--- src/hdl/bitmap_disk_erase_and_probe_core_defines.svh ---
// Assertion macros for the bitmap disk erase and probe core.
`ifndef BITMAP_DISK_ERASE_AND_PROBE_CORE_DEFINES_SVH
`define BITMAP_DISK_ERASE_AND_PROBE_CORE_DEFINES_SVH

// Same-cycle implication, sampled on clk, off during reset.
`define BDEP_ASSERT_IMPL(label, ante, cons) \
    label: assert property (@(posedge clk) disable iff (!rst_n) (ante) |-> (cons)) \
        else $error("bdep assertion failed");

// Next-cycle implication, sampled on clk, off during reset.
`define BDEP_ASSERT_NEXT(label, ante, cons) \
    label: assert property (@(posedge clk) disable iff (!rst_n) (ante) |=> (cons)) \
        else $error("bdep assertion failed");

`endif

--- src/hdl/bdep_pkg.sv ---
// Shared types, constants and helper functions of the bitmap disk erase and probe core.
package bdep_pkg;

    localparam logic [1:0] KIND_LOAD  = 2'd0;
    localparam logic [1:0] KIND_ERASE = 2'd1;
    localparam logic [1:0] KIND_PROBE = 2'd2;

    localparam logic [7:0] ALPHA_NONE = 8'h00;
    localparam logic [7:0] ALPHA_FULL = 8'hFF;

    localparam int CRD_W    = 14;
    localparam int SQ_IN_W  = 19;
    localparam int SQ_OUT_W = 2 * SQ_IN_W;

    localparam int IN_DATA_W  = 64;
    localparam int OUT_DATA_W = 40;

    localparam logic [1:0] CFG_STAGE_WIDTH  = 2'd0;
    localparam logic [1:0] CFG_STAGE_HEIGHT = 2'd1;

    function automatic logic signed [CRD_W-1:0] clip_coord(
        input logic signed [CRD_W-1:0] v,
        input logic signed [CRD_W-1:0] hi
    );
        logic signed [CRD_W-1:0] res;
        begin
            if (v < $signed(CRD_W'(0)))
            begin
                res = '0;
            end
            else if (v > hi)
            begin
                res = hi;
            end
            else
            begin
                res = v;
            end
            return res;
        end
    endfunction

endpackage

--- src/hdl/bdep_sq_unit.sv ---
// Shared registered squaring unit used for radius and distance terms.
module bdep_sq_unit
(
    input  logic                                  clk,
    input  logic signed [bdep_pkg::SQ_IN_W-1:0]   op,
    output logic        [bdep_pkg::SQ_OUT_W-1:0]  sq_q
);

    logic signed [bdep_pkg::SQ_OUT_W-1:0] prod;

    assign prod = op * op;

    always_ff @(posedge clk)
    begin
        sq_q <= $unsigned(prod);
    end

endmodule

--- config.mk ---
export PLATFORM = sky130hd
export DESIGN_NAME = bdep_sq_unit
export DESIGN_NICKNAME = d
export VERILOG_FILES = /design/src/hdl/bitmap_disk_erase_and_probe_core_defines.svh /design/src/hdl/bdep_pkg.sv /design/src/hdl/bdep_sq_unit.sv
export SDC_FILE = /design/constraint.sdc
export NUM_CORES = 1
export LEC_CHECK = 0
export ABC_AREA = 1
export BUFFER_PORTS_ARGS = -buffer_cell sky130_fd_sc_hd__buf_2
export CAP_MARGIN = 20
export CORE_ASPECT_RATIO = 0.7
export CORE_UTILIZATION = 59
export CTS_CLUSTER_DIAMETER = 150
export DETAILED_ROUTE_END_ITERATION = 12
export PLACE_DENSITY = 0.8
export SETUP_SLACK_MARGIN = 0.2
export SLEW_MARGIN = 40
export SYNTH_ARGS = -nofsm -noshare
export SYNTH_HDL_FRONTEND = slang
export SYNTH_SLANG_ARGS = --single-unit
export TNS_END_PERCENT = 1
--- constraint.sdc ---
create_clock -name clk -period 5.9 [get_ports clk]
set_clock_uncertainty 0.15 [all_clocks]
set_input_delay 0 -clock clk [delete_from_list [all_inputs] [get_ports clk]]
set_output_delay 0 -clock clk [all_outputs]
set_load 0.01 [all_outputs]
# --- Yosys cells after proc, flatten, opt, wreduce, memory -nomap -nowiden ---
# Cells that the tools add are included.
totals:
  out_inout_bits: 38
  memories: 0
  register_bits: 38
  mem_bits_ro: 0
  ram_bits: 0
  latch_bits: 0
  input_bits: 20
  wordCells: 2
classes:
  reduce_logical: 0
  shift: 0
  div: 0
  n_addsub: 0
  bitwise: 0
  multipliers: 1
  n_mux: 0
  n_lt_le_gt_ge: 0
  n_eq_ne: 0
op_table:
  columns: ["cell", "n"]
  rows:
  - ["19-bit by 19-bit multiplier with 38-bit output", 1]

# --- Logic depth before layout (Yosys ltp) ---
# Gate-level depths: netlist of the first run.
logic_depth:
  ltp_word: 1
  ltp_mapped: 30
  ltp_nobuf: 28

# --- Least setup slack after synthesis of the first run ---
# No wires, ideal clock.
synth_path:
  path_type: "input to register"
  from: "in op[10] (netlist bit)"
  to: "reg sq_q[37] (netlist bit)"
  required_ps: 5638
  path_slack_ps: 315
  arrival_time_ps: 5323
  path_buffers: 2
  setup_time_ps: 112
  stages: 24
  path_cell_list: "clkbuf_1 > buf_1 > nand2_1 > fa_1 > inv_1 > fa_1 > inv_1 > fa_1 > fa_1 > inv_1 > fa_1 > inv_1 > fa_1 > inv_1 > ha_1 > ha_1 > a21oi_1 > nand2_1 > a21oi_1 > nand2_1 > inv_1 > nand2_1 > nand2_1 > nand2_1"
synth_via:
  elab_chain_cells: 1
synth_lines:
  columns: ["element", "line", "rtl"]
  rows:
  - ["from (decl)", "bdep_sq_unit.sv:5", "input logic signed [bdep_pkg::SQ_IN_W-1:0] op,"]
  - ["19-bit by 19-bit multiplier with 38-bit output", "bdep_sq_unit.sv:11", "assign prod = op * op;"]
  - ["via prod (one bit)", "bdep_sq_unit.sv:9", "logic signed [bdep_pkg::SQ_OUT_W-1:0] prod;"]
  - ["to (signal assigned)", "bdep_sq_unit.sv:15", "sq_q <= $unsigned(prod);"]
  - ["to (decl)", "bdep_sq_unit.sv:6", "output logic [bdep_pkg::SQ_OUT_W-1:0] sq_q"]
# The timed path passes the listed nets, and every way through them passes these cells.

# --- Worst setup path in the final report of the first run ---
layout_path:
  from: "in op[2] (netlist bit)"
  to: "reg sq_q[28] (netlist bit)"
# The elaborated chain is that of the path after synthesis.

==> results of run 1 <==
[cell type report]
cell class	instances	area (um2)	share of cell area, %
clock inverters	2	37.5	0.250
repair buffers	105	697	4.65
inverters	523	1960	13.1
well taps	312	390	2.60
flip-flops and latches	37	741	4.94
clock buffers	6	139	0.927
multi-input cells	1070	11000	73.5
[stage by stage]
stage	setup TNS [ns]	hold slack (ns)	instances	setup slack, ns	util, %
6_report	0	0.183	2055	0.357	65.8
5_1_grt	0	0.187	2055	0.161	65.8
4_1_cts	0	0.154	2055	0.233	65.4
3_5_place_dp	-0.219	0.241	2046	-0.0658	64.6
3_3_place_gp	0	0.237	2046	0.0200	64.6
2_1_floorplan	0	-0.122	1671	0.315	-
[synthesized netlist by cell type (all sizes together), types with 2 or more instances]
cell type | number | share of area [%]
nor2 | 67 | 2.0
nand3 | 33 | 1.3
a21oi | 26 | 1.0
nand2 | 405 | 11
clkbuf | 26 | 0.71
nand4 | 6 | 0.27
xnor2 | 5 | 0.32
xor2 | 31 | 2.0
o21ai | 7 | 0.25
clkinv | 2 | 0.054
nor3 | 4 | 0.22
a21o | 3 | 0.16
ha | 130 | 12
buf | 15 | 0.47
dfxtp | 37 | 5.4
or2 | 6 | 0.27
a31o | 2 | 0.13
inv | 521 | 14
o21bai | 12 | 0.65
fa | 329 | 48
[logic make-up (layout without fill, tap and decap cells)]
logic type                 count (synthesis)  count (layout)
buffers and inverters                    564             636
other                                      1               1
muxes                                      1               1
xor gates and xnor gates                  36              36
AOI/OAI and AO/OA                         51              51
and+or+nand+nor                          522             522
DFF                                       37              37
adders and majority gates                459             459
[worst max-delay path, delay by kind of cell]
kind	cells	cell delay [ns]
adder cells (fa/ha/maj)	8	3.86
buffers and inverters	4	0.62
AND/OR/NAND/NOR	8	1.11
[metal layers]
layer / vias to the layer above / GRT usage (%)
li1: 4848 / -
met1: 5138 / 47.8
met2: 525 / 45.8
met3: 35 / 8.71
met4: 0 / 4.81
met5: - / 0
[worst max path at each step]
stage,startpoint,end,slack (ns)
6_report,op[2],sq_q[28],0.36
5_1_grt,op[10],sq_q[37],0.16
4_1_cts,op[18],sq_q[34],0.23
3_5_place_dp,op[18],sq_q[34],-0.07
3_3_place_gp,op[18],sq_q[33],0.02
2_1_floorplan,op[10],sq_q[37],0.31
[repair_timing]
item	4_1_cts	5_1_grt
gates resized for setup	0	26
hold endpoints to repair	1	0
endpoints found under the setup margin	0	20
hold buffers	1	0
==> metrics, run 1 <==
synthesized net count approximately 2.2k; I/O pin count between 50 and 60; pin count of the biggest net entering global routing 20; crit path launch type primary input; Placer Congestion slightly below 1; ratio of cells with drive above 1 in the final layout under 10%; Top Layer Used met4; register area share after synthesis 5.36%; antenna viol nets, final 0; final instance area around 15,000 um2; worst path arrival time approximately 5.6 ns; Post-Place Cell Area ~15,000 um2; Worst setup EP type flop; Largest regs sq_q (37); number of global-route vias before repair 11.2k; Synthesis Warnings 0; CP Cell Sequence buf_2 > nand2_1 > fa_1 > fa_1 > fa_1 > buf_4 > fa_1 > inv_1 > fa_1 > fa_1 > ha_1 > ha_1 > nand2_1 > nor2_1 > nand2_1 > clkinv_1 > nand3_1 > nand3_1 > nor2_1 > nor2_1; fin crit share between 90 and 100%; Synth Register Bits 37; routed wire length ~34,000 um; Post-Synthesis Cells approximately 1.7k; ys async rst share 0%; first-pass detailed-route iteration total 6; largest family of logic cells by synthesized area adder cells; xor/xnor share of the synthesized area 2.28%; Layout Nets approximately 2.2k; Slew Limit Headroom about two thirds; max reg flops 37; hold violation count in the final report 0; CP max-delay cell fa_1; Largest Register sq_q; count of different cell masters after synthesis 33; # clock sinks 37; commonest non-fill, non-tap cell in the layout inv_1; Syn Std Cell Area approximately 14,000 um2; Remaining DRCs 0; Synth Area in Adders slightly below 60%; total CTS buffers 5; dpl hpwl 30,200 um; Port Buf Inserts between 50 and 60; H-tree levels 2; Tot GR Track Use 31.5%; Met3 Wirelength between 4000 and 5000 um; Post-Synth Simple-Gate Area between 10% and 20%; CORE AREA about 23,000 um2; initial antenna violation count 0; die area ~24,000 um2; Initial Util between 60% and 70%; RSZ-0062 raised after global routing yes; grt total ovfl 0; Max Fanout on Critical Path 12; Setup CP Type in -> reg; ys flop type dfxtp_1; min-delay src op[1]; Worst Hold Depth 4; Most Frequent Cell on Critical Path fa_1; synthesized area per cell a little over 8 um2; worst min-delay path class in -> reg; # Post-CTS Setup Buffers 0; Crit path required time ~6.0 ns; wl on met1 15,300 um; CTS tree yes; first-pass GRT wire length ~58,000 um; Peak Freq 180 MHz; slew of the pin with the lowest slew margin 0.500 ns; Layout area overhead 8.43%; Reg clk slew, reported paths 0.07 ns; Setup violations, final 0; Ant. Diodes 0; Worst Hold Endpoint sq_q[2]; Post-synth EDFFs 0; die height around 130 um; met2 WL 14,300 um; mean routed wirelength per cell about 17 um; Die W about 180 um; crit path time final around 5.5 ns; Max Slew Vio Count 0; Synth Area in Compound Gates around 2.3%; max cap viols 0; status finished clean; Max stage delay on crit path around 0.60 ns; mux contribution to synthesized area less than 1%; DR vias roughly 11k; commonest non-fill, non-tap cells in the layout inv_1, nand2_1, fa_1, ha_1, nor2_1; Filler cells between 1.5k and 2k; CTS Buffer Depth 2; num rows 46; initial drt markers 802; Vias/cell 5.13; root buf cell clkbuf_16
Power of run 1 is left out: the tool's default activity adds up to more than one toggle a clock period on the data nets, which glitch-free logic cannot reach.
==> run 2, diff against run 1 <==
--- a/config.mk
+++ b/config.mk
@@ -6,7 +6,7 @@
 export NUM_CORES = 1
 export LEC_CHECK = 0
 export ABC_AREA = 1
-export BUFFER_PORTS_ARGS = -buffer_cell sky130_fd_sc_hd__buf_2
+export BUFFER_PORTS_ARGS = -buffer_cell sky130_fd_sc_hd__buf_4
 export CAP_MARGIN = 20
 export CORE_ASPECT_RATIO = 0.7
 export CORE_UTILIZATION = 59
==> run 2 against run 1 <==
Compared with the run above:
- core utilization down 0.30 points
- sequential share of layout area about the same
- sequential cell count did not move
==> metrics, run 2 (synthesis results as in run 1) <==
status finished clean; worst path arrival time 5.59 ns (about the same); crit path time final 5.56 ns (+0.0201 ns); Util after Layout 65.5% (-0.30 points); Crit path required time 5.93 ns (-0.02 ns); RSZ-0062 raised after global routing yes; mean routed wirelength per cell 15.9 um (-3.8%); Max Slew Vio Count 0 (unchanged); die area 24,100 um2 (unchanged); Reg clk slew, reported paths 0.07 ns (about the same); dpl hpwl 28,300 um (-6.1%); die height 130 um (unchanged); Placer Congestion 0.953 (-1.5%); CTS Buffer Depth 2 (unchanged); first-pass GRT wire length 55,100 um (-4.2%); Post-Place Cell Area 14,600 um2 (-0.70%); Setup CP Type in -> reg; max cap viols 0 (unchanged); Tot GR Track Use 30.0% (-1.4 points); number of global-route vias before repair 10.9k (-3.1%); hold violation count in the final report 0 (unchanged); max reg flops 37 (unchanged); Layout Nets 2,195 (-1.2%); fin crit share 94.3% (+0.34 points); final instance area 14,900 um2 (-0.46%); num rows 46 (unchanged); H-tree levels 2 (unchanged); slew of the pin with the lowest slew margin 0.579 ns (+0.0788 ns); I/O pin count 58 (unchanged); Ant. Diodes 0 (unchanged); DR vias 10.3k (-2.8%); pin count of the biggest net entering global routing 22 (+10%); first-pass detailed-route iteration total 5 (-1); antenna viol nets, final 0 (unchanged); Worst setup EP type flop; Setup violations, final 0 (unchanged); worst min-delay path class in -> reg; Largest Register sq_q; root buf cell clkbuf_16; crit path launch type primary input; # clock sinks 37 (unchanged); Vias/cell 5.05 (-1.5%); Port Buf Inserts 56 (unchanged); initial drt markers 742 (-7.5%); total CTS buffers 5 (unchanged); Max Fanout on Critical Path 19 (+7); Die W 185 um (unchanged); Non-Filler Instances 2,029 (-1.3%); setup_tns 0 ns (unchanged); commonest non-fill, non-tap cells in the layout inv_1, nand2_1, fa_1, ha_1, buf_4; Remaining DRCs 0 (unchanged); routed wire length 32,300 um (-5.0%); Peak Freq 180 MHz (-0.36%); grt total ovfl 0 (unchanged); Layout area overhead 7.93%; initial antenna violation count 0 (unchanged); Slew Limit Headroom 61.3% (-5.3 points); commonest non-fill, non-tap cell in the layout inv_1; post-placement cell count 2,017 (-1.4%); Initial Util 60.6% (unchanged); CTS tree yes; CORE AREA 22,800 um2 (unchanged); ratio of cells with drive above 1 in the final layout 8.10% (-1.1 points); Largest regs sq_q (37)
run 2: cell types whose count changed in the layout (fill, tap and decap cells not counted), sizes merged:
cell and change:
clkinv +1, clkinvlp -1, clkbuf -6, buf -21
dlymetal6s4s +1
run 2: routing by layer:
| metal | global-route usage, % | share of wire, % | routed length, um |
|---|---|---|---|
| met1 | 46.1 | 46 | 14900 |
| met2 | 43.2 | 41 | 13300 |
| met3 | 8.46 | 12 | 3760 |
| met4 | 4.13 | 0.97 | 314 |
| met5 | 0 | 0 | 0 |
run 2: worst paths after layout:
path,to,cells after the start,startpoint
worst max-delay path,sq_q[34],24,op[18]
worst min-delay path,sq_q[0],3,op[0]
run 2: metrics by stage:
| stage | hold WS (ns) | setup slack, ns |
|---|---|---|
| after floorplan | -0.122 | 0.315 |
| after global placement | 0.229 | 0.169 |
| after detailed placement | 0.230 | 0.104 |
| after CTS | 0.151 | 0.252 |
| after global routing | 0.0935 | 0.134 |
| final | 0.0676 | 0.337 |
run 2: area by class of cell:
cell class	count	area, um2
clock buffers	6	129
clock inverters	2	38.8
fillers	1885	7870
inverters	523	1970
multi-input cells	1070	11000
flip-flops and latches	37	741
well taps	312	390
repair buffers	79	612
run 2: critical path, stage by stage:
cell     delay [ns]
buf_4          0.23
buf_4          0.23
nand2_1        0.15
nor2_2         0.21
nor2_1         0.08
ha_1           0.19
or2_2          0.30
fa_1           0.54
fa_1           0.44
fa_1           0.54
fa_1           0.43
fa_1           0.59
ha_1           0.26
ha_1           0.35
nand2_1        0.17
inv_1          0.05
nand2_1        0.06
nand3_1        0.17
nand2_1        0.11
nand2_1        0.11
a21oi_2        0.19
nand2_1        0.07
nand2_1        0.05
nand2_1        0.05
run 2: timing repair:
item | 4_1_cts | 5_1_grt
endpoints found under the hold margin | 2 | 0
hold buffers | 2 | 0
buffers inserted | 0 | 2
setup endpoints to repair | 0 | 18
resized for setup | 0 | 30
Power of run 2 is left out for the same reason.
==> run 3, diff against run 2 <==
--- a/config.mk
+++ b/config.mk
@@ -8,12 +8,12 @@
 export ABC_AREA = 1
 export BUFFER_PORTS_ARGS = -buffer_cell sky130_fd_sc_hd__buf_4
 export CAP_MARGIN = 20
-export CORE_ASPECT_RATIO = 0.7
+export CORE_ASPECT_RATIO = 0.5
 export CORE_UTILIZATION = 59
 export CTS_CLUSTER_DIAMETER = 150
 export DETAILED_ROUTE_END_ITERATION = 12
+export GPL_ROUTABILITY_DRIVEN = 0
 export PLACE_DENSITY = 0.8
-export SETUP_SLACK_MARGIN = 0.2
 export SLEW_MARGIN = 40
 export SYNTH_ARGS = -nofsm -noshare
 export SYNTH_HDL_FRONTEND = slang
==> run 3 against run 2 <==
Compared with the run above:
- the run now ends with design-rule violations left
- global-route usage decreased by 4.5 points
- cell count shrank 0.64%
- non-clock buffer count is 8 lower
- first-iteration DRC count down 7.7%
- setup slack got worse by 0.029 ns
- critical endpoint is now sq_q[33]
- design area is 1.3% lower
- critical path depth down 3
- die area increased by 0.11%
- count of clock-buffer cells in the layout fell by 1
- via count down 1.5%
- highest routed layer unchanged
- sequential share of layout area is 0.063 points higher
==> metrics, run 3 (synthesis results as in run 1) <==
Layout area overhead 6.58%; Max Fanout on Critical Path 28 (+9); Setup CP Type in -> reg; H-tree levels 2 (unchanged); worst min-delay path class in -> reg; Slew Limit Headroom 66.2% (+4.9 points); Layout Nets 2,187 (-0.36%); DR vias 10.1k (-1.5%); Port Buf Inserts 56 (unchanged); worst path bufs/invs 4 (+1); number of global-route vias before repair 10.2k (-5.6%); commonest non-fill, non-tap cells in the layout inv_1, nand2_1, fa_1, ha_1, buf_4; root buf cell clkbuf_16; worst path arrival time 5.64 ns (+0.05 ns); Max Slew Vio Count 0 (unchanged); Most Frequent Cell on Critical Path fa_1; # Post-CTS Setup Buffers 0 (unchanged); first-pass GRT wire length 48,100 um (-13%); Remaining DRCs 2 (+2); Largest regs sq_q (37); Largest Register sq_q; antenna viol nets, final 0 (unchanged); mean routed wirelength per cell 14.4 um (-9.4%); CTS tree yes; slew of the pin with the lowest slew margin 0.506 ns (-0.0729 ns); I/O pin count 58 (unchanged); Die W 218 um (+18%); # clock sinks 37 (unchanged); routed wire length 29,100 um (-10%); Critical Path Start op[18]; die height 110 um (-15%); initial drt markers 685 (-7.7%); die area 24,100 um2 (+0.11%); crit path time final 5.59 ns (+0.0292 ns); num rows 39 (-15%); Reg clk slew, reported paths 0.07 ns (about the same); Non-Filler Instances 2,016 (-0.64%); CP Cell Sequence buf_4 > nand2_1 > fa_1 > inv_1 > fa_1 > inv_1 > fa_1 > inv_1 > fa_1 > fa_1 > fa_1 > ha_1 > ha_1 > a21oi_1 > nand2_1 > a21oi_1 > nor2_1 > nor2_1 > nand2_1 > nand2_1 > nand2_1; ratio of cells with drive above 1 in the final layout 6.55% (-1.5 points); failing checks design-rule violations; RSZ-0062 raised after global routing no; fin crit share 94.8% (+0.49 points); Setup violations, final 0 (unchanged); Vias/cell 5.01 (-0.86%); CORE AREA 22,900 um2 (+0.41%); max cap viols 0 (unchanged); grt total ovfl 0 (unchanged); dpl hpwl 25,900 um (-8.6%); Crit path required time 5.95 ns (+0.02 ns); initial antenna violation count 0 (unchanged); setup_tns 0 ns (unchanged); Tot GR Track Use 25.5% (-4.5 points); Stages on worst setup path 21 (-13%); hold violation count in the final report 0 (unchanged); CTS Buffer Depth 2 (unchanged); critical path's top delay family adder cells; first-pass detailed-route iteration total 10 (+5); Max stage delay on crit path 0.69 ns (+0.10 ns); post-placement cell count 2,007 (-0.50%); Peak Freq 179 MHz (-0.52%); status finished with violations; Initial Util 60.4% (-0.25 points); crit path launch type primary input; max reg flops 37 (unchanged); commonest non-fill, non-tap cell in the layout inv_1; pin count of the biggest net entering global routing 29 (+32%); crit path capture sq_q[33]; Ant. Diodes 0 (unchanged); Worst setup EP type flop; CP max-delay cell fa_1; total CTS buffers 5 (unchanged)
[run 3: worst min-delay path by stage]
stage,start,endpoint,cells past startpoint
after floorplan,op[0],sq_q[0],0
after global placement,op[0],sq_q[2],2
after detailed placement,op[0],sq_q[2],2
after CTS,op[1],sq_q[2],4
after global routing,op[1],sq_q[2],4
final,op[1],sq_q[2],4
[run 3: final cells by class]
type	instances	area, um2
Clock inverter	3	25.0
Clock buffer	5	125
Inverter	523	1960
Timing Repair Buffer	71	536
Fill cell	1863	8150
Multi-Input combinational cell	1070	11000
Tap cell	307	384
Sequential cell	37	741
[run 3: worst min-delay path: stages]
cell	delay (ns)
buf_4	0.17
buf_4	0.19
inv_1	0.09
nor2_1	0.04
[run 3: routing by layer]
| layer | vias up | routed length [um] | GRT usage (%) |
|---|---|---|---|
| li1 | 4785 | - | - |
| met1 | 5014 | 12800 | 35.4 |
| met2 | 269 | 14500 | 44.0 |
| met3 | 33 | 1490 | 3.70 |
| met4 | 0 | 343 | 3.75 |
| met5 | - | 0 | 0 |
[run 3: metrics by stage]
step                utilization (%)  cell area [um2]  hold WS [ns]  setup WS (ns)
floorplan                         -            13800        -0.122          0.315
global placement               63.7            14600         0.147          0.139
detailed placement             63.7            14600         0.147         0.0337
CTS                            64.4            14700        0.0801          0.332
global route                   64.4            14700         0.115         0.0131
finish                         64.4            14700        0.0891          0.308
[run 3: timing repair]
action	CTS	global route
resized for setup	0	1
hold endpoints to repair	2	0
setup endpoints to repair	0	1
hold buffers	1	0
Power of run 3 is left out for the same reason.
